**src/hdl/gda_pkg.sv**
```systemverilog
package gda_pkg;

    localparam int FIRST_YEAR = 1900;
    localparam int LAST_YEAR  = 2030;

    localparam int YEAR_W  = 12;
    localparam int MONTH_W = 4;
    localparam int DAY_W   = 5;
    localparam int OFF_W   = 17;
    localparam int CMD_W   = 3;

    localparam int IN_DATA_W  = 64;
    localparam int OUT_DATA_W = 40;
    localparam int RES_YEAR_W = 11;
    localparam int VALUE_W    = 16;

    // days from FIRST_YEAR-01-01 to (LAST_YEAR+1)-01-01
    localparam int TOTAL_DAYS = 365 * (LAST_YEAR - FIRST_YEAR + 1)
        + (LAST_YEAR / 4 - LAST_YEAR / 100 + LAST_YEAR / 400)
        - ((FIRST_YEAR - 1) / 4 - (FIRST_YEAR - 1) / 100 + (FIRST_YEAR - 1) / 400);
    localparam int CNT_W = $clog2(TOTAL_DAYS + 1);
    localparam int ACC_W = ((CNT_W > OFF_W) ? CNT_W : OFF_W) + 2;

    localparam int FIRST_MOD4   = FIRST_YEAR % 4;
    localparam int FIRST_MOD100 = FIRST_YEAR % 100;
    localparam int FIRST_MOD400 = FIRST_YEAR % 400;

    localparam logic [CMD_W-1:0] CMD_NORM    = 3'd0;
    localparam logic [CMD_W-1:0] CMD_NEXT    = 3'd1;
    localparam logic [CMD_W-1:0] CMD_PREV    = 3'd2;
    localparam logic [CMD_W-1:0] CMD_ADD     = 3'd3;
    localparam logic [CMD_W-1:0] CMD_EARLIER = 3'd4;
    localparam logic [CMD_W-1:0] CMD_DIFF    = 3'd5;

    typedef enum logic [3:0] {
        OP_NONE,
        OP_LOAD,
        OP_YEAR_STEP,
        OP_CHECK,
        OP_MONTH_STEP,
        OP_DAY,
        OP_OFFSET,
        OP_FYEAR_STEP,
        OP_FMONTH_STEP,
        OP_EMIT
    } dp_op_t;

    typedef struct packed {
        logic year_done;
        logic date_ok;
        logic month_hit;
        logic sel_b;
        logic cmd_move;
        logic cmd_pair;
        logic rng_bad;
        logic fy_more;
        logic fm_more;
    } dp_status_t;

    function automatic logic [DAY_W-1:0] month_len(input logic [MONTH_W-1:0] m,
                                                   input logic leap);
        logic [DAY_W-1:0] len;
        unique case (m) inside
            4'd1, 4'd3, 4'd5, 4'd7, 4'd8, 4'd10, 4'd12: len = 5'd31;
            4'd4, 4'd6, 4'd9, 4'd11:                     len = 5'd30;
            4'd2:                                        len = leap ? 5'd29 : 5'd28;
            default:                                     len = 5'd0;
        endcase
        return len;
    endfunction

endpackage

```
**src/hdl/gda_ctrl.sv**
```systemverilog
module gda_ctrl
    import gda_pkg::*;
(
    input  logic       clk,
    input  logic       rst_n,
    input  logic       s_tvalid,
    output logic       s_tready,
    output logic       m_tvalid,
    input  logic       m_tready,
    input  dp_status_t status,
    output dp_op_t     op
);

    typedef enum logic [8:0] {
        S_IDLE   = 9'b000000001,
        S_YEAR   = 9'b000000010,
        S_CHECK  = 9'b000000100,
        S_MONTH  = 9'b000001000,
        S_DAY    = 9'b000010000,
        S_OFFSET = 9'b000100000,
        S_FYEAR  = 9'b001000000,
        S_FMONTH = 9'b010000000,
        S_EMIT   = 9'b100000000
    } state_t;

    state_t state_reg, state_next;
    logic   out_valid_reg, out_valid_next;
    logic   emit_fire;

    assign s_tready  = (state_reg == S_IDLE);
    assign m_tvalid  = out_valid_reg;
    assign emit_fire = (state_reg == S_EMIT) && (!out_valid_reg || m_tready);

    always_comb
    begin
        state_next = state_reg;
        op         = OP_NONE;
        unique case (state_reg)
            S_IDLE:
            begin
                if (s_tvalid)
                begin
                    op         = OP_LOAD;
                    state_next = S_YEAR;
                end
            end
            S_YEAR:
            begin
                if (status.year_done)
                    state_next = S_CHECK;
                else
                    op = OP_YEAR_STEP;
            end
            S_CHECK:
            begin
                op         = OP_CHECK;
                state_next = S_MONTH;
            end
            S_MONTH:
            begin
                if (status.month_hit)
                    state_next = S_DAY;
                else
                    op = OP_MONTH_STEP;
            end
            S_DAY:
            begin
                op = OP_DAY;
                if (!status.sel_b && status.cmd_pair)
                    state_next = S_YEAR;
                else if (!status.sel_b && status.cmd_move)
                    state_next = S_OFFSET;
                else
                    state_next = S_EMIT;
            end
            S_OFFSET:
            begin
                op         = OP_OFFSET;
                state_next = S_FYEAR;
            end
            S_FYEAR:
            begin
                if (status.rng_bad)
                    state_next = S_EMIT;
                else if (status.fy_more)
                    op = OP_FYEAR_STEP;
                else
                    state_next = S_FMONTH;
            end
            S_FMONTH:
            begin
                if (status.fm_more)
                    op = OP_FMONTH_STEP;
                else
                    state_next = S_EMIT;
            end
            S_EMIT:
            begin
                if (emit_fire)
                begin
                    op         = OP_EMIT;
                    state_next = S_IDLE;
                end
            end
            default:
            begin
                state_next = S_IDLE;
            end
        endcase
    end

    always_comb
    begin
        if (emit_fire)
            out_valid_next = 1'b1;
        else if (m_tready)
            out_valid_next = 1'b0;
        else
            out_valid_next = out_valid_reg;
    end

    always_ff @(posedge clk or negedge rst_n)
    begin
        if (!rst_n)
        begin
            state_reg     <= S_IDLE;
            out_valid_reg <= 1'b0;
        end
        else
        begin
            state_reg     <= state_next;
            out_valid_reg <= out_valid_next;
        end
    end

endmodule

```
**src/hdl/gda_dp.sv**
```systemverilog
module gda_dp
    import gda_pkg::*;
(
    input  logic                  clk,
    input  dp_op_t                op,
    input  logic [IN_DATA_W-1:0]  in_data,
    output dp_status_t            status,
    output logic [OUT_DATA_W-1:0] out_data
);

    logic [CMD_W-1:0]   cmd_reg;
    logic [YEAR_W-1:0]  ay_reg, by_reg;
    logic [MONTH_W-1:0] am_reg, bm_reg;
    logic [DAY_W-1:0]   ad_reg, bd_reg;
    logic [OFF_W-1:0]   off_reg;
    logic               a_ok_reg;
    logic               sel_b_reg;

    logic signed [ACC_W-1:0] acc_reg;
    logic [YEAR_W-1:0]       yy_reg;
    logic [MONTH_W-1:0]      mm_reg;
    logic [1:0]              q4_reg;
    logic [6:0]              q100_reg;
    logic [8:0]              q400_reg;
    logic [CNT_W-1:0]        c1_reg, c2_reg;

    logic [RES_YEAR_W-1:0] ry_reg;
    logic [MONTH_W-1:0]    rm_reg;
    logic [DAY_W-1:0]      rd_reg;
    logic [VALUE_W-1:0]    rv_reg;
    logic                  rvalid_reg;
    logic                  roor_reg;

    logic [YEAR_W-1:0]       tgt_y;
    logic [MONTH_W-1:0]      tgt_m;
    logic [DAY_W-1:0]        tgt_d;
    logic                    leap;
    logic [8:0]              ylen;
    logic [DAY_W-1:0]        mlen_cur, mlen_tgt;
    logic                    yr_in;
    logic signed [ACC_W-1:0] ylen_s, mlen_s, total_s;
    logic signed [ACC_W-1:0] add_base, add_val, add_sum;
    logic signed [ACC_W-1:0] delta;
    logic signed [CNT_W:0]   diff;
    logic [CNT_W:0]          diff_abs;
    logic                    cmd_move, cmd_pair;

    assign tgt_y = sel_b_reg ? by_reg : ay_reg;
    assign tgt_m = sel_b_reg ? bm_reg : am_reg;
    assign tgt_d = sel_b_reg ? bd_reg : ad_reg;

    // leap year tracked by residues of the walking year
    assign leap     = (q4_reg == 2'd0) && ((q100_reg != 7'd0) || (q400_reg == 9'd0));
    assign ylen     = leap ? 9'd366 : 9'd365;
    assign mlen_cur = month_len(mm_reg, leap);
    assign mlen_tgt = month_len(tgt_m, leap);
    assign ylen_s   = ACC_W'(ylen);
    assign mlen_s   = ACC_W'(mlen_cur);
    assign total_s  = ACC_W'(TOTAL_DAYS);

    assign yr_in = (tgt_y >= YEAR_W'(FIRST_YEAR)) && (tgt_y <= YEAR_W'(LAST_YEAR));

    assign cmd_move = (cmd_reg == CMD_NEXT) || (cmd_reg == CMD_PREV) || (cmd_reg == CMD_ADD);
    assign cmd_pair = (cmd_reg == CMD_EARLIER) || (cmd_reg == CMD_DIFF);

    always_comb
    begin
        case (cmd_reg)
            CMD_NEXT: delta = ACC_W'(1);
            CMD_PREV: delta = '1;
            default:  delta = ACC_W'($signed(off_reg));
        endcase
    end

    assign status.year_done = !yr_in || (yy_reg == tgt_y);
    assign status.date_ok   = yr_in && (tgt_d != '0) && (tgt_d <= mlen_tgt);
    assign status.month_hit = (mm_reg == tgt_m);
    assign status.sel_b     = sel_b_reg;
    assign status.cmd_move  = cmd_move;
    assign status.cmd_pair  = cmd_pair;
    assign status.rng_bad   = acc_reg[ACC_W-1] || (acc_reg >= total_s);
    assign status.fy_more   = (yy_reg < YEAR_W'(LAST_YEAR)) && (acc_reg >= ylen_s);
    assign status.fm_more   = (mm_reg < 4'd12) && (acc_reg >= mlen_s);

    // the one shared adder behind every walk step
    always_comb
    begin
        add_base = acc_reg;
        add_val  = '0;
        case (op)
            OP_YEAR_STEP:   add_val = ylen_s;
            OP_MONTH_STEP:  add_val = mlen_s;
            OP_DAY:         add_val = ACC_W'(tgt_d) - ACC_W'(1);
            OP_OFFSET:
            begin
                add_base = ACC_W'(c1_reg);
                add_val  = delta;
            end
            OP_FYEAR_STEP:  add_val = -ylen_s;
            OP_FMONTH_STEP: add_val = -mlen_s;
            default:        add_val = '0;
        endcase
        add_sum = add_base + add_val;
    end

    assign diff     = $signed({1'b0, c1_reg}) - $signed({1'b0, c2_reg});
    assign diff_abs = diff[CNT_W] ? (CNT_W+1)'(0) - diff : diff;

    always_ff @(posedge clk)
    begin
        case (op)
            OP_LOAD:
            begin
                cmd_reg   <= in_data[2:0];
                ay_reg    <= in_data[14:3];
                am_reg    <= in_data[18:15];
                ad_reg    <= in_data[23:19];
                off_reg   <= in_data[40:24];
                by_reg    <= in_data[52:41];
                bm_reg    <= in_data[56:53];
                bd_reg    <= in_data[61:57];
                a_ok_reg  <= 1'b1;
                sel_b_reg <= 1'b0;
                acc_reg   <= '0;
                yy_reg    <= YEAR_W'(FIRST_YEAR);
                mm_reg    <= 4'd1;
                q4_reg    <= 2'(FIRST_MOD4);
                q100_reg  <= 7'(FIRST_MOD100);
                q400_reg  <= 9'(FIRST_MOD400);
            end
            OP_YEAR_STEP, OP_FYEAR_STEP:
            begin
                acc_reg  <= add_sum;
                yy_reg   <= yy_reg + 1'b1;
                q4_reg   <= q4_reg + 1'b1;
                q100_reg <= (q100_reg == 7'd99) ? 7'd0 : q100_reg + 1'b1;
                q400_reg <= (q400_reg == 9'd399) ? 9'd0 : q400_reg + 1'b1;
            end
            OP_CHECK:
            begin
                if (!status.date_ok)
                begin
                    // bad date becomes the first day of the range
                    acc_reg <= '0;
                    if (sel_b_reg)
                    begin
                        by_reg <= YEAR_W'(FIRST_YEAR);
                        bm_reg <= 4'd1;
                        bd_reg <= 5'd1;
                    end
                    else
                    begin
                        ay_reg   <= YEAR_W'(FIRST_YEAR);
                        am_reg   <= 4'd1;
                        ad_reg   <= 5'd1;
                        a_ok_reg <= 1'b0;
                    end
                end
            end
            OP_MONTH_STEP, OP_FMONTH_STEP:
            begin
                acc_reg <= add_sum;
                mm_reg  <= mm_reg + 1'b1;
            end
            OP_DAY:
            begin
                if (sel_b_reg)
                    c2_reg <= add_sum[CNT_W-1:0];
                else
                    c1_reg <= add_sum[CNT_W-1:0];
                sel_b_reg <= 1'b1;
                acc_reg   <= '0;
                yy_reg    <= YEAR_W'(FIRST_YEAR);
                mm_reg    <= 4'd1;
                q4_reg    <= 2'(FIRST_MOD4);
                q100_reg  <= 7'(FIRST_MOD100);
                q400_reg  <= 9'(FIRST_MOD400);
            end
            OP_OFFSET:
            begin
                acc_reg <= add_sum;
            end
            OP_EMIT:
            begin
                rvalid_reg <= a_ok_reg;
                if (cmd_move)
                begin
                    rv_reg <= '0;
                    if (status.rng_bad)
                    begin
                        ry_reg   <= RES_YEAR_W'(FIRST_YEAR);
                        rm_reg   <= 4'd1;
                        rd_reg   <= 5'd1;
                        roor_reg <= 1'b1;
                    end
                    else
                    begin
                        ry_reg   <= yy_reg[RES_YEAR_W-1:0];
                        rm_reg   <= mm_reg;
                        rd_reg   <= acc_reg[DAY_W-1:0] + 1'b1;
                        roor_reg <= 1'b0;
                    end
                end
                else
                begin
                    ry_reg   <= ay_reg[RES_YEAR_W-1:0];
                    rm_reg   <= am_reg;
                    rd_reg   <= ad_reg;
                    roor_reg <= 1'b0;
                    if (cmd_reg == CMD_EARLIER)
                        rv_reg <= VALUE_W'(diff[CNT_W]);
                    else if (cmd_reg == CMD_DIFF)
                        rv_reg <= diff_abs[VALUE_W-1:0];
                    else
                        rv_reg <= '0;
                end
            end
            default:
            begin
            end
        endcase
    end

    assign out_data = {2'b00, roor_reg, rvalid_reg, rv_reg, rd_reg, rm_reg, ry_reg};

endmodule

```
**src/hdl/gregorian_date_arithmetic_top.sv**
```systemverilog
// channel  dir  signals                      beat contents
// s        in   s_tvalid s_tready s_tdata    command, two dates, day offset
// m        out  m_tvalid m_tready m_tdata    result date, value, flags
//
// one beat at a time: a date conversion walks the years, checks the date, walks the months
// and adds the day on the shared walk adder; earlier/difference convert both dates, moves
// add the offset and a reverse walk by year and month back to a date, and s_tready
// returns in the same cycle that m_tvalid rises.
// rst_n clears the controller and the output valid; payload registers are not reset.
// a held result in m_tdata does not block taking the next s beat, it stalls its emit.
module gregorian_date_arithmetic_top
    import gda_pkg::*;
(
    input  logic                  clk,
    input  logic                  rst_n,
    input  logic                  s_tvalid,
    output logic                  s_tready,
    // command[2:0] date_year[14:3] date_month[18:15] date_day[23:19]
    // day_offset[40:24] other_year[52:41] other_month[56:53] other_day[61:57]
    input  logic [IN_DATA_W-1:0]  s_tdata,
    output logic                  m_tvalid,
    input  logic                  m_tready,
    // result_year[10:0] result_month[14:11] result_day[19:15] result_value[35:20]
    // input_was_valid[36] out_of_range[37]
    output logic [OUT_DATA_W-1:0] m_tdata
);

    dp_op_t     op;
    dp_status_t status;

    gda_ctrl u_ctrl (
        .clk      (clk),
        .rst_n    (rst_n),
        .s_tvalid (s_tvalid),
        .s_tready (s_tready),
        .m_tvalid (m_tvalid),
        .m_tready (m_tready),
        .status   (status),
        .op       (op)
    );

    gda_dp u_dp (
        .clk      (clk),
        .op       (op),
        .in_data  (s_tdata),
        .status   (status),
        .out_data (m_tdata)
    );

endmodule

```
**config.mk**
```make
export PLATFORM = sky130hd
export DESIGN_NAME = gregorian_date_arithmetic_top
export DESIGN_NICKNAME = d
export VERILOG_FILES = /design/src/hdl/gda_pkg.sv /design/src/hdl/gda_ctrl.sv /design/src/hdl/gda_dp.sv /design/src/hdl/gregorian_date_arithmetic_top.sv
export SDC_FILE = /design/constraint.sdc
export NUM_CORES = 1
export LEC_CHECK = 0
export BUFFER_PORTS_ARGS = -buffer_cell sky130_fd_sc_hd__buf_4
export CORE_MARGIN = 1
export CORE_UTILIZATION = 49
export CTS_CLUSTER_DIAMETER = 200
export DETAILED_ROUTE_END_ITERATION = 16
export PLACE_DENSITY = 0.76
export SYNTH_ARGS = -nofsm -noshare
export SYNTH_HDL_FRONTEND = slang
export SYNTH_SLANG_ARGS = --single-unit
```
**constraint.sdc**
```tcl
create_clock -name clk -period 6.5 [get_ports clk]
set_input_delay 0.975 -clock clk [delete_from_list [all_inputs] [get_ports clk]]
set_output_delay 0.975 -clock clk [all_outputs]
set_load 0.03 [all_outputs]
```
==> flow_summary.rst, run 1 <==
.. list-table::
   :header-rows: 1

   * - Metric
     - Value
   * - Detailed placer's ending HPWL
     - 18700 µm
   * - Tmin final
     - 5.58 ns
   * - Yosys cell types
     - 73
   * - Clock tree sinks
     - 197
   * - Synthesized-area fraction occupied by ao, oa, aoi and oai cells
     - 0.115
   * - CTS Hold Buffers Added
     - 0
   * - Worst Path Class, Setup
     - flop to flop
   * - Wire length of the first global-routing pass
     - 41100 µm
   * - # resized after CTS
     - 0
   * - Outcome
     - completed
   * - Critical Path Start Type
     - flop
   * - Routability-driven placement congestion ratio
     - 0.937
   * - DRC violation count after routing
     - 0
   * - Share of the clock period used by the worst path after layout
     - 0.859
   * - Number of antenna violations at the first check in global routing
     - 0
   * - Global Route Usage Sum
     - 0.218
   * - Vertical die dimension
     - 156 µm
   * - Overall via count from detail_route
     - 8595
   * - Number of max-cap violations
     - 0
   * - Sequential area share after synthesis
     - 0.506
   * - Clock Skew
     - 0.0137 ns
   * - Most common cell after layout, fill and taps aside
     - sky130_fd_sc_hd__edfxtp_1
   * - Clock tree root driver cell
     - sky130_fd_sc_hd__clkbuf_16
   * - Number of buffers created by CTS
     - 17
   * - Reg-to-reg slack, setup
     - 0.92 ns
   * - EDFF count, synth
     - 187
   * - Leakage power figure
     - 5.46 nW
   * - Proportion of register bits with asynchronous set or reset after synthesis
     - 0.0508
   * - Clock network fraction of total power
     - 0.243
   * - Final count of hold timing violations
     - 0
   * - Clock tree from TritonCTS
     - yes
   * - Floorplan row count
     - 55
   * - CTS clk-pin slew, worst paths
     - 0.08 ns
   * - Worst EP required
     - 6.68 ns
   * - # diodes
     - 0
   * - RR Endpoint
     - u_dp.acc_reg[17]
   * - Count of nets left with antenna violations after detail routing
     - 0
   * - Share of layout cells above drive strength 1
     - 0.146
   * - Max clock buf depth
     - 2
   * - Peak clock frequency supported by timing
     - 179 MHz
   * - Insertion delay of the later-clocked pin in the worst-skew pair
     - 0.45 ns
   * - Setup bufs post-CTS
     - 0
   * - # nets final
     - 1350
   * - Combinational fraction of design power
     - 0.311
   * - Class of the tightest hold or removal check
     - input pin to asynchronous set/reset pin
   * - Crit path max fanout
     - 8
   * - Number of H-tree levels
     - 4
   * - Flip-flop count of the largest register after layout
     - 19
   * - Relative max-transition margin
     - 0.198
   * - Largest net degree at the start of global routing
     - 47
   * - Internal power of the cells
     - 2.87 mW
   * - Avg WL per Cell
     - 16.4 µm
   * - Portion of synthesized cell area occupied by the leading cell type
     - 0.484
   * - Post-Syn Instances
     - 1118
   * - Total congestion overflow
     - 0
   * - Main synth FF type
     - sky130_fd_sc_hd__edfxtp_1
   * - # port buffers
     - 105
   * - Power dissipated by switching net loads
     - 1.68 mW
   * - Share of cell area taken by muxes after synthesis
     - 0.0225
   * - IR drop worst, VDD
     - 0.201 mV
   * - Unrepaired setup endpoints after global routing
     - no
   * - Synthesized-area fraction occupied by xor and xnor cells
     - 0.0589
   * - Top post-synthesis cells by area
     - sky130_fd_sc_hd__edfxtp_1 48%, sky130_fd_sc_hd__ha_1 6.5%, sky130_fd_sc_hd__nand2_1 4.5%
   * - Reg power frac
     - 0.446
   * - Total negative setup slack
     - 0 ns
   * - Wire length reported by the detailed router
     - 25400 µm
   * - Worst EP arrival
     - 5.76 ns
   * - Count of fill cells added during filler insertion
     - 1884
   * - Register cell area after layout
     - 5870 µm²
   * - Vias per Instance
     - 5.56
   * - Power Density
     - 341 nW/µm²
   * - Slew at the pin closest to its max-slew limit
     - 1.20 ns
   * - FF-to-FF path depth
     - 24
   * - Die area
     - 24300 µm²
   * - Crit path capture type
     - flop
   * - DRC violation total after the first TritonRoute iteration
     - 618
   * - Yosys warnings
     - 0
   * - Die outline width
     - 156 µm
   * - Total core area
     - 22900 µm²
   * - Switching share of total power
     - 0.368
   * - Most used cells in the layout excluding fill and tap cells
     - 187 x sky130_fd_sc_hd__edfxtp_1, 140 x sky130_fd_sc_hd__nand2_1, 117 x sky130_fd_sc_hd__buf_4
   * - Num ports
     - 110
   * - Adder-cell share of the synthesized area
     - 0.0682
   * - Total setup violations reported at the end of the flow
     - 0
   * - Max-slew violation count
     - 0
   * - Main combinational cell family by area after synthesis
     - simple AND/OR/NAND/NOR gates
   * - Power consumption
     - 4.55 mW
   * - Area added between synthesis and finish
     - 15.1%
   * - Total area of multi-input combinational cells
     - 5350 µm²
   * - Avg Inst Size Synth
     - 10.4 µm²
   * - Vias in the first global route
     - 8117
   * - Reg2Reg Launch Point
     - u_dp.mm_reg[0]
   * - Effective utilization at floorplan
     - 0.506
   * - Area share of and/or/nand/nor cells after synthesis
     - 0.194
   * - Cell accounting for the most synthesized area
     - sky130_fd_sc_hd__edfxtp_1
   * - Cell area after synthesis
     - 11600 µm²
   * - Pre-Repair DR Iteration Count
     - 5
   * - Number of flip-flops and latches in the synthesized netlist
     - 197
worst max-delay path: stages, from the launching register on:
cell	delay, ns
sky130_fd_sc_hd__edfxtp_1	0.51
sky130_fd_sc_hd__ha_1	0.29
sky130_fd_sc_hd__or3_1	0.38
sky130_fd_sc_hd__o21ai_0	0.08
sky130_fd_sc_hd__o21ai_0	0.10
sky130_fd_sc_hd__o21ai_0	0.14
sky130_fd_sc_hd__inv_1	0.10
sky130_fd_sc_hd__ha_1	0.27
sky130_fd_sc_hd__nand2b_1	0.14
sky130_fd_sc_hd__a21o_1	0.17
sky130_fd_sc_hd__a21oi_1	0.13
sky130_fd_sc_hd__o21ai_0	0.21
sky130_fd_sc_hd__nand4_1	0.20
sky130_fd_sc_hd__nand2_1	0.09
sky130_fd_sc_hd__nor2_1	0.47
sky130_fd_sc_hd__nand2_1	0.13
sky130_fd_sc_hd__ha_1	0.40
sky130_fd_sc_hd__a21o_1	0.19
sky130_fd_sc_hd__a21o_1	0.17
sky130_fd_sc_hd__a21oi_1	0.15
sky130_fd_sc_hd__o21ai_0	0.13
sky130_fd_sc_hd__or3_1	0.31
sky130_fd_sc_hd__o211ai_1	0.23
sky130_fd_sc_hd__xor2_1	0.24
sky130_fd_sc_hd__nor2_1	0.06
per-stage QoR:
step | instance area, µm² | utilization | worst slack [ns] | hold WS [ns] | instances
floorplan | 11600 | - | 1.69 | 0.400 | 1119
global placement | 12700 | 0.555 | 1.01 | 0.404 | 1514
detailed placement | 12700 | 0.555 | 1.04 | 0.407 | 1514
CTS | 13300 | 0.582 | 0.964 | 0.333 | 1546
global route | 13300 | 0.582 | 0.385 | 0.339 | 1546
finish | 13300 | 0.582 | 0.919 | 0.344 | 1546
how the worst max path moves through the flow:
stage                       end  depth (start not counted)              from
2_1_floorplan  u_dp.acc_reg[18]                         22    u_dp.mm_reg[0]
3_3_place_gp   u_dp.acc_reg[18]                         21  u_dp.q400_reg[8]
3_5_place_dp   u_dp.acc_reg[18]                         21  u_dp.q400_reg[8]
4_1_cts        u_dp.acc_reg[17]                         23  u_dp.q400_reg[8]
5_1_grt        u_dp.acc_reg[18]                         21  u_dp.q400_reg[4]
6_report       u_dp.acc_reg[17]                         24    u_dp.mm_reg[0]
layout make-up:
cell class / instances / area share
flip-flops and latches: 197 / 0.440
multi-input cells: 825 / 0.401
repair buffers: 117 / 0.0658
clock buffers: 17 / 0.0319
well taps: 313 / 0.0293
inverters: 62 / 0.0174
clock inverters: 15 / 0.0153
synth_stat cells, drive strengths merged (5+ instances only):
master and number:
a21o 14, a21oi 43, a31o 6, a31oi 8, and2 36, and3 17, buf 10, clkbuf 25
dfrtp 9, edfxtp 187, ha 60, inv 61, mux2 5, mux2i 20, nand2 140, nand2b 27
nand3 25, nand4 12, nand4b 7, nor2 90, nor2b 22, nor3 24, nor4 14, o211ai 7
o21a 13, o21ai 74, o22ai 5, o31ai 10, or2 9, or3 13, or4 5, xnor2 52
xor2 26
power by group through the flow:
| stage | sequential [mW] | clock (mW) | combinational, mW |
|---|---|---|---|
| 3_5_place_dp | 2.04 | 0 | 1.39 |
| 5_1_grt | 2.06 | 1.18 | 1.57 |
| 6_report | 2.03 | 1.11 | 1.41 |
| 4_1_cts | 2.02 | 1.12 | 1.40 |
| 2_1_floorplan | 1.95 | 0 | 1.06 |
| 3_3_place_gp | 2.04 | 0 | 1.34 |
cells by family after synthesis:
logic type                 count (synthesis)
xor gates and xnor gates                  78
and+or+nand+nor                          450
buffers and inverters                     97
muxes                                     25
DFF                                      197
AOI/OAI and AO/OA                        208
adders and majority gates                 62
other                                      1
routing by layer:
layer / global-route usage / up-vias / share of wire
met4: 0.0789 / 0 / 0.021
li1: - / 4235 / -
met3: 0.0414 / 36 / 0.054
met2: 0.352 / 287 / 0.46
met5: 0 / - / 0
met1: 0.294 / 4037 / 0.46
Note: power is estimated with default switching activity, not from simulation.
==> run 2, diff against run 1 <==
--- a/config.mk
+++ b/config.mk
@@ -5,12 +5,13 @@
 export SDC_FILE = /design/constraint.sdc
 export NUM_CORES = 1
 export LEC_CHECK = 0
+export ABC_AREA = 1
 export BUFFER_PORTS_ARGS = -buffer_cell sky130_fd_sc_hd__buf_4
 export CORE_MARGIN = 1
 export CORE_UTILIZATION = 49
 export CTS_CLUSTER_DIAMETER = 200
 export DETAILED_ROUTE_END_ITERATION = 16
-export PLACE_DENSITY = 0.76
+export PLACE_DENSITY = 0.66
 export SYNTH_ARGS = -nofsm -noshare
 export SYNTH_HDL_FRONTEND = slang
 export SYNTH_SLANG_ARGS = --single-unit
==> run 2 against run 1 <==
  * Synthesized area up 5.4%
  * Via count up 16%
  * Fmax up 0.97%
  * Hold slack better by 0.021 ns
  * Die area up 5.3%
  * Setup slack better by 0.054 ns
  * Clock skew up 0.0073 ns
  * Register-to-register slack better by 0.05 ns
  * Sequential share of layout area down 1.7 points
  * Utilization down 1.3 points
==> flow_summary.rst, run 2 <==
.. list-table::
   :header-rows: 1

   * - Metric
     - Value
   * - Overall via count from detail_route
     - 9999 (was 8595)
   * - # nets final
     - 1688 (was 1350)
   * - Max clock buf depth
     - 2 (unchanged)
   * - Unrepaired setup endpoints after global routing
     - no (unchanged)
   * - Post-Syn Instances
     - 1455 (was 1118)
   * - Class of the tightest hold or removal check
     - input pin to asynchronous set/reset pin (unchanged)
   * - Vias in the first global route
     - 9394 (was 8117)
   * - Worst Path Class, Setup
     - flop to flop (unchanged)
   * - Area added between synthesis and finish
     - 13.6% (was 15.1%)
   * - Total setup violations reported at the end of the flow
     - 0 (unchanged)
   * - Non-filler instance count after layout
     - 1895 (was 1546)
   * - Die outline width
     - 160 µm (was 156 µm)
   * - Flip-flop count of the largest register after layout
     - 19 (unchanged)
   * - Worst EP required
     - 6.69 ns (was 6.68 ns)
   * - Yosys warnings
     - 0 (unchanged)
   * - Floorplan row count
     - 57 (was 55)
   * - # diodes
     - 0 (unchanged)
   * - Share of layout cells above drive strength 1
     - 0.124 (was 0.146)
   * - Switching share of total power
     - 0.406 (was 0.368)
   * - Leakage power figure
     - 6.39 nW (was 5.46 nW)
   * - Cell area after synthesis
     - 12200 µm² (was 11600 µm²)
   * - Worst EP arrival
     - 5.72 ns (was 5.76 ns)
   * - Tmin final
     - 5.53 ns (was 5.58 ns)
   * - Peak clock frequency supported by timing
     - 181 MHz (was 179 MHz)
   * - Combinational fraction of design power
     - 0.381 (was 0.311)
   * - Top cells by instance count after synthesis
     - 306 x sky130_fd_sc_hd__nand2_1, 233 x sky130_fd_sc_hd__inv_1, 187 x sky130_fd_sc_hd__edfxtp_1 (was 187 x sky130_fd_sc_hd__edfxtp_1, 140 x sky130_fd_sc_hd__nand2_1, 89 x sky130_fd_sc_hd__nor2_1)
   * - Number of max-cap violations
     - 0 (unchanged)
   * - Clock network fraction of total power
     - 0.207 (was 0.243)
   * - Number of H-tree levels
     - 4 (unchanged)
   * - Pre-Repair DR Iteration Count
     - 5 (unchanged)
   * - Most frequent cell after synthesis
     - sky130_fd_sc_hd__nand2_1 (was sky130_fd_sc_hd__edfxtp_1)
   * - Max-slew violation count
     - 0 (unchanged)
   * - Number of antenna violations at the first check in global routing
     - 0 (unchanged)
   * - Insertion delay of the later-clocked pin in the worst-skew pair
     - 0.45 ns (about the same)
   * - Power consumption
     - 5.02 mW (was 4.55 mW)
   * - Share of the clock period used by the worst path after layout
     - 0.850 (was 0.859)
   * - Num ports
     - 110 (unchanged)
   * - Count of nets left with antenna violations after detail routing
     - 0 (unchanged)
   * - Detailed placer's ending HPWL
     - 23400 µm (was 18700 µm)
   * - Clock tree root driver cell
     - sky130_fd_sc_hd__clkbuf_16 (unchanged)
   * - # resized after CTS
     - 0 (unchanged)
   * - Slew at the pin closest to its max-slew limit
     - 1.20 ns (about the same)
   * - Reg power frac
     - 0.412 (was 0.446)
   * - Crit path max fanout
     - 6 (was 8)
   * - Proportion of register bits with asynchronous set or reset after synthesis
     - 0.0508 (unchanged)
   * - EDFF count, synth
     - 187 (unchanged)
   * - Main synth FF type
     - sky130_fd_sc_hd__edfxtp_1 (unchanged)
   * - Count of fill cells added during filler insertion
     - 2258 (was 1884)
   * - DRC violation count after routing
     - 0 (unchanged)
   * - Outcome
     - completed (unchanged)
   * - Routability-driven placement congestion ratio
     - 0.912 (was 0.937)
   * - Internal power of the cells
     - 2.98 mW (was 2.87 mW)
   * - Vias per Instance
     - 5.28 (was 5.56)
   * - Placed inst area
     - 13300 µm² (was 12700 µm²)
   * - Largest net degree at the start of global routing
     - 45 (was 47)
   * - Critical Path Start Type
     - flop (unchanged)
   * - Global Route Usage Sum
     - 0.243 (was 0.218)
   * - Final count of hold timing violations
     - 0 (unchanged)
   * - Clock tree sinks
     - 197 (unchanged)
   * - CTS clk-pin slew, worst paths
     - 0.08 ns (about the same)
   * - Top post-synthesis cells by area
     - sky130_fd_sc_hd__edfxtp_1 46%, sky130_fd_sc_hd__nand2_1 9.4%, sky130_fd_sc_hd__inv_1 7.2% (was sky130_fd_sc_hd__edfxtp_1 48%, sky130_fd_sc_hd__ha_1 6.5%, sky130_fd_sc_hd__nand2_1 4.5%)
   * - Total negative setup slack
     - 0 ns (unchanged)
   * - Power Density
     - 362 nW/µm² (was 341 nW/µm²)
   * - Design Area, Final
     - 13900 µm² (was 13300 µm²)
   * - Yosys cell types
     - 54 (was 73)
   * - Number of flip-flops and latches in the synthesized netlist
     - 197 (unchanged)
   * - Vertical die dimension
     - 160 µm (was 156 µm)
   * - Avg WL per Cell
     - 16.1 µm (was 16.4 µm)
   * - Total congestion overflow
     - 0 (unchanged)
   * - Wire length reported by the detailed router
     - 30400 µm (was 25400 µm)
   * - Cell accounting for the most synthesized area
     - sky130_fd_sc_hd__edfxtp_1 (unchanged)
   * - Most used cells in the layout excluding fill and tap cells
     - 306 x sky130_fd_sc_hd__nand2_1, 233 x sky130_fd_sc_hd__inv_1, 187 x sky130_fd_sc_hd__edfxtp_1 (was 187 x sky130_fd_sc_hd__edfxtp_1, 140 x sky130_fd_sc_hd__nand2_1, 117 x sky130_fd_sc_hd__buf_4)
   * - Post-route worst hold slack
     - 0.365 ns (was 0.344 ns)
   * - Critical path startpoint
     - u_dp.q400_reg[0] (was u_dp.mm_reg[0])
   * - Setup bufs post-CTS
     - 0 (unchanged)
   * - DRC violation total after the first TritonRoute iteration
     - 834 (was 618)
   * - Die area
     - 25600 µm² (was 24300 µm²)
   * - Power dissipated by switching net loads
     - 2.04 mW (was 1.68 mW)
   * - Post-Place Cells
     - 1863 (was 1514)
   * - Crit path capture type
     - flop (unchanged)
   * - Clock Skew
     - 0.0210 ns (was 0.0137 ns)
   * - Clock tree from TritonCTS
     - yes (unchanged)
   * - Relative max-transition margin
     - 0.201 (was 0.198)
   * - Avg Inst Size Synth
     - 8.39 µm² (was 10.4 µm²)
   * - Total core area
     - 24400 µm² (was 22900 µm²)
   * - Most common cell after layout, fill and taps aside
     - sky130_fd_sc_hd__nand2_1 (was sky130_fd_sc_hd__edfxtp_1)
   * - Sequential area share after synthesis
     - 0.480 (was 0.506)
   * - IR drop worst, VDD
     - 0.181 mV (was 0.201 mV)
   * - Effective utilization at floorplan
     - 0.501 (was 0.506)
   * - Reg2Reg Launch Point
     - u_dp.q400_reg[0] (was u_dp.mm_reg[0])
   * - Portion of synthesized cell area occupied by the leading cell type
     - 0.460 (was 0.484)
   * - Number of buffers created by CTS
     - 17 (unchanged)
   * - Wire length of the first global-routing pass
     - 48300 µm (was 41100 µm)
   * - # port buffers
     - 105 (unchanged)
   * - CTS Hold Buffers Added
     - 0 (unchanged)
run 2: stage by stage:
step                worst slack [ns]   util
floorplan                       2.10      -
global placement                1.24  0.546
detailed placement              1.09  0.546
CTS                             1.06  0.569
global route                   0.661  0.569
finish                         0.973  0.569
run 2: final cells by class:
cell class / count / area, µm² / share of cell area
clock buffers: 19 / 433 / 0.0312
clock inverters: 13 / 135 / 0.00974
inverters: 238 / 898 / 0.0647
multi-input cells: 990 / 5280 / 0.381
flip-flops and latches: 197 / 5870 / 0.423
well taps: 324 / 405 / 0.0292
repair buffers: 114 / 856 / 0.0617
run 2: power by group through the flow:
stage	Sequential (mW)	Combinational (mW)	Clock (mW)
global placement	2.08	1.84	0
detailed placement	2.09	1.88	0
CTS	2.06	1.89	1.05
floorplan	2.03	1.38	0
global route	2.10	2.16	1.09
finish	2.07	1.91	1.04
run 2: final timing paths:
path	end	slack, ns	cells after the start
min in group clk	u_dp.rvalid_reg	0.46	0
min reg2reg	u_dp.rvalid_reg	0.46	0
max	u_dp.acc_reg[16]	0.97	25
max reg2reg	u_dp.acc_reg[16]	0.97	25
max in group asynchronous	u_ctrl.state_reg[0]	5.89	1
min	u_ctrl.state_reg[5]	0.36	1
run 2: critical path, stage by stage (launching register included):
cell                        delay, ns
sky130_fd_sc_hd__edfxtp_1        0.42
sky130_fd_sc_hd__inv_1           0.09
sky130_fd_sc_hd__ha_1            0.14
sky130_fd_sc_hd__nand4_1         0.11
sky130_fd_sc_hd__o2111ai_1       0.47
sky130_fd_sc_hd__nand2_1         0.27
sky130_fd_sc_hd__o21ai_0         0.44
sky130_fd_sc_hd__ha_1            0.20
sky130_fd_sc_hd__nand4_1         0.09
sky130_fd_sc_hd__nor3_1          0.15
sky130_fd_sc_hd__nand3_1         0.10
sky130_fd_sc_hd__nand2_1         0.15
sky130_fd_sc_hd__nand3_1         0.27
sky130_fd_sc_hd__nand2_2         0.20
sky130_fd_sc_hd__nand2_1         0.07
sky130_fd_sc_hd__nand4_1         0.11
sky130_fd_sc_hd__ha_1            0.25
sky130_fd_sc_hd__inv_1           0.07
sky130_fd_sc_hd__fa_1            0.43
sky130_fd_sc_hd__o21ai_0         0.31
sky130_fd_sc_hd__a21oi_1         0.19
sky130_fd_sc_hd__o21ai_0         0.30
sky130_fd_sc_hd__nand2_1         0.11
sky130_fd_sc_hd__o2111ai_1       0.11
sky130_fd_sc_hd__xor2_1          0.17
sky130_fd_sc_hd__nor2_1          0.05
run 2: kinds of logic after synthesis:
| logic type | count (synthesis) | share of synthesized area |
|---|---|---|
| mux | 1 | 0.000820 |
| other cells | 1 | 0.000307 |
| fa+ha+maj | 62 | 0.0648 |
| buf+inv | 269 | 0.0887 |
| compound gates | 188 | 0.0840 |
| xor+xnor | 44 | 0.0316 |
| flops | 197 | 0.480 |
| simple gates | 693 | 0.249 |
run 2: layer usage:
layer  vias to the layer above  GRT usage  share of wire  wire length (µm)
met5                         -          0              0                 0
met4                         0     0.0675          0.016               486
met3                        40     0.0371          0.062              1900
met2                       315      0.376           0.44             13400
met1                      4619      0.355           0.48             14600
li1                       5025          -              -                 -
==> run 3, diff against run 2 <==
--- a/config.mk
+++ b/config.mk
@@ -7,11 +7,13 @@
 export LEC_CHECK = 0
 export ABC_AREA = 1
 export BUFFER_PORTS_ARGS = -buffer_cell sky130_fd_sc_hd__buf_4
+export CELL_PAD_IN_SITES_DETAIL_PLACEMENT = 1
+export CELL_PAD_IN_SITES_GLOBAL_PLACEMENT = 1
 export CORE_MARGIN = 1
-export CORE_UTILIZATION = 49
+export CORE_UTILIZATION = 46
 export CTS_CLUSTER_DIAMETER = 200
 export DETAILED_ROUTE_END_ITERATION = 16
-export PLACE_DENSITY = 0.66
+export PLACE_DENSITY = 0.79
 export SYNTH_ARGS = -nofsm -noshare
 export SYNTH_HDL_FRONTEND = slang
 export SYNTH_SLANG_ARGS = --single-unit
==> run 3 against run 2 <==
  * Clock power rose by 4%
  * Highest routed layer unchanged
  * Utilization fell by 3.4 points
  * Via count rose by 2.8%
  * Sequential cell count did not move
  * Largest cell class unchanged
==> flow_summary.rst, run 3 (same netlist as run 2, synthesis figures left out) <==
.. list-table::
   :header-rows: 1

   * - Metric
     - Value
   * - Final count of hold timing violations
     - 0 (unchanged)
   * - Avg WL per Cell
     - 18.3 µm (was 16.1 µm)
   * - Tmin final
     - 5.56 ns (was 5.53 ns)
   * - Slew at the pin closest to its max-slew limit
     - 1.09 ns (was 1.20 ns)
   * - Class of the tightest hold or removal check
     - input pin to asynchronous set/reset pin (unchanged)
   * - Area added between synthesis and finish
     - 14.1% (was 13.6%)
   * - Outcome
     - completed (unchanged)
   * - Number of H-tree levels
     - 4 (unchanged)
   * - Crit path max fanout
     - 6 (unchanged)
   * - Die area
     - 27200 µm² (was 25600 µm²)
   * - Number of antenna violations at the first check in global routing
     - 0 (unchanged)
   * - Critical path startpoint
     - u_dp.q400_reg[0] (unchanged)
   * - Insertion delay of the later-clocked pin in the worst-skew pair
     - 0.45 ns (about the same)
   * - Number of max-cap violations
     - 0 (unchanged)
   * - Power consumption
     - 5.14 mW (was 5.02 mW)
   * - Detailed placer's ending HPWL
     - 27000 µm (was 23400 µm)
   * - Busiest layer in global routing
     - met2 (unchanged)
   * - IR drop worst, VDD
     - 0.199 mV (was 0.181 mV)
   * - # diodes
     - 0 (unchanged)
   * - # resized after CTS
     - 0 (unchanged)
   * - Met1 Resource Use GR
     - 0.360 (was 0.355)
   * - Number of buffers created by CTS
     - 17 (unchanged)
   * - Share of the clock period used by the worst path after layout
     - 0.856 (was 0.850)
   * - Post-route worst hold slack
     - 0.345 ns (was 0.365 ns)
   * - Total area of multi-input combinational cells
     - 5280 µm² (unchanged)
   * - Flip-flop count of the largest register after layout
     - 19 (unchanged)
   * - Share of layout cells above drive strength 1
     - 0.126 (was 0.124)
   * - Clock Skew
     - 0.0230 ns (was 0.0210 ns)
   * - Routability-driven placement congestion ratio
     - 0.890 (was 0.912)
   * - Total core area
     - 26100 µm² (was 24400 µm²)
   * - Worst Path Class, Setup
     - flop to flop (unchanged)
   * - Setup bufs post-CTS
     - 0 (unchanged)
   * - Vias per Instance
     - 5.39 (was 5.28)
   * - Largest net degree at the start of global routing
     - 45 (unchanged)
   * - Unrepaired setup endpoints after global routing
     - no (unchanged)
   * - Count of nets left with antenna violations after detail routing
     - 0 (unchanged)
   * - Total setup violations reported at the end of the flow
     - 0 (unchanged)
   * - Max clock buf depth
     - 2 (unchanged)
   * - # port buffers
     - 105 (unchanged)
   * - Peak clock frequency supported by timing
     - 180 MHz (was 181 MHz)
   * - Vias in the first global route
     - 10600 (was 9394)
   * - Clock tree from TritonCTS
     - yes (unchanged)
   * - Worst EP arrival
     - 5.87 ns (was 5.72 ns)
   * - Routing usage on met2
     - 0.454 (was 0.376)
   * - DRC violation total after the first TritonRoute iteration
     - 639 (was 834)
   * - CTS clk-pin slew, worst paths
     - 0.08 ns (about the same)
   * - Most used cells in the layout excluding fill and tap cells
     - 306 x sky130_fd_sc_hd__nand2_1, 233 x sky130_fd_sc_hd__inv_1, 187 x sky130_fd_sc_hd__edfxtp_1 (unchanged)
   * - Reg-to-reg slack, setup
     - 0.94 ns (was 0.97 ns)
   * - CTS Hold Buffers Added
     - 0 (unchanged)
   * - Crit path capture type
     - flop (unchanged)
   * - Relative max-transition margin
     - 0.275 (was 0.201)
   * - DRC violation count after routing
     - 0 (unchanged)
   * - Effective utilization at floorplan
     - 0.469 (was 0.501)
   * - Non-filler instance count after layout
     - 1907 (was 1895)
   * - Wire length of the first global-routing pass
     - 55100 µm (was 48300 µm)
   * - # nets final
     - 1689 (was 1688)
   * - Overall via count from detail_route
     - 10300 (was 9999)
   * - Worst EP required
     - 6.81 ns (was 6.69 ns)
   * - Floorplan row count
     - 59 (was 57)
   * - Most common cell after layout, fill and taps aside
     - sky130_fd_sc_hd__nand2_1 (unchanged)
   * - Register cell area after layout
     - 5870 µm² (unchanged)
   * - Num ports
     - 110 (unchanged)
   * - Die outline width
     - 165 µm (was 160 µm)
   * - Count of fill cells added during filler insertion
     - 3169 (was 2258)
   * - Total congestion overflow
     - 0 (unchanged)
   * - Post-Place Cells
     - 1875 (was 1863)
   * - Leakage power figure
     - 6.40 nW (was 6.39 nW)
   * - Clock tree sinks
     - 197 (unchanged)
   * - Vertical die dimension
     - 165 µm (was 160 µm)
   * - Wire length reported by the detailed router
     - 35000 µm (was 30400 µm)
   * - Global Route Usage Sum
     - 0.268 (was 0.243)
   * - Critical Path Start Type
     - flop (unchanged)
   * - Reg2Reg Launch Point
     - u_dp.q400_reg[0] (unchanged)
   * - Clock tree root driver cell
     - sky130_fd_sc_hd__clkbuf_16 (unchanged)
   * - Total negative setup slack
     - 0 ns (unchanged)
   * - Met3 capacity usage during global routing
     - 0.0329 (was 0.0371)
   * - Max-slew violation count
     - 0 (unchanged)
   * - Power Density
     - 369 nW/µm² (was 362 nW/µm²)
   * - Pre-Repair DR Iteration Count
     - 4 (was 5)
[run 3: layer usage]
metal | vias to the layer above | routed length (µm) | share of wire
met5 | - | 0 | 0
met2 | 212 | 16700 | 0.48
met4 | 0 | 587 | 0.017
met3 | 42 | 1380 | 0.040
li1 | 5028 | - | -
met1 | 4993 | 16300 | 0.47
[run 3: cell type report]
| type | count | share of cell area |
|---|---|---|
| Sequential cell | 197 | 0.421 |
| Multi-Input combinational cell | 990 | 0.379 |
| Inverter | 238 | 0.0645 |
| Timing Repair Buffer | 115 | 0.0620 |
| Clock buffer | 18 | 0.0308 |
| Tap cell | 335 | 0.0301 |
| Clock inverter | 14 | 0.0124 |
[run 3: worst max-delay path: stages (launching register included)]
cell and delay, ns:
sky130_fd_sc_hd__edfxtp_1 0.44, sky130_fd_sc_hd__inv_1 0.13, sky130_fd_sc_hd__ha_1 0.16, sky130_fd_sc_hd__nand4_1 0.11, sky130_fd_sc_hd__o2111ai_1 0.43, sky130_fd_sc_hd__nand2_1 0.30, sky130_fd_sc_hd__o21ai_0 0.41, sky130_fd_sc_hd__ha_1 0.20
sky130_fd_sc_hd__nand4_1 0.09, sky130_fd_sc_hd__nor3_1 0.15, sky130_fd_sc_hd__nand3_1 0.10, sky130_fd_sc_hd__nand2_1 0.15, sky130_fd_sc_hd__nand3_1 0.27, sky130_fd_sc_hd__nand2_2 0.20, sky130_fd_sc_hd__nand2_1 0.07, sky130_fd_sc_hd__nand4_1 0.12
sky130_fd_sc_hd__ha_1 0.26, sky130_fd_sc_hd__inv_1 0.08, sky130_fd_sc_hd__fa_1 0.43, sky130_fd_sc_hd__o21ai_0 0.30, sky130_fd_sc_hd__a21oi_1 0.18, sky130_fd_sc_hd__o21ai_0 0.29, sky130_fd_sc_hd__xor2_1 0.38, sky130_fd_sc_hd__inv_1 0.09
sky130_fd_sc_hd__nor2_2 0.10
[run 3: worst paths after layout]
kind / to / depth (start not counted)
max: u_dp.acc_reg[14] / 24
min reg2reg: u_dp.rvalid_reg / 0
max in group asynchronous: u_ctrl.state_reg[0] / 1
max reg2reg: u_dp.acc_reg[14] / 24
min in group clk: u_dp.rvalid_reg / 0
min: u_ctrl.state_reg[2] / 1
[run 3: where the power goes]
| part | internal, mW | leakage (nW) | switching [mW] |
|---|---|---|---|
| registers | 1.87 | 1.86 | 0.204 |
| clock network | 0.524 | 0.291 | 0.556 |
| logic | 0.604 | 4.25 | 1.38 |
| total | 3.00 | 6.40 | 2.14 |
[run 3: per-stage QoR]
stage	utilization	setup WS [ns]	instance area, µm²
after global placement	0.511	1.19	13300
after CTS	0.535	0.981	13900
final	0.535	0.937	13900
after detailed placement	0.511	1.04	13300
after floorplan	-	2.10	12200
after global routing	0.535	0.464	13900
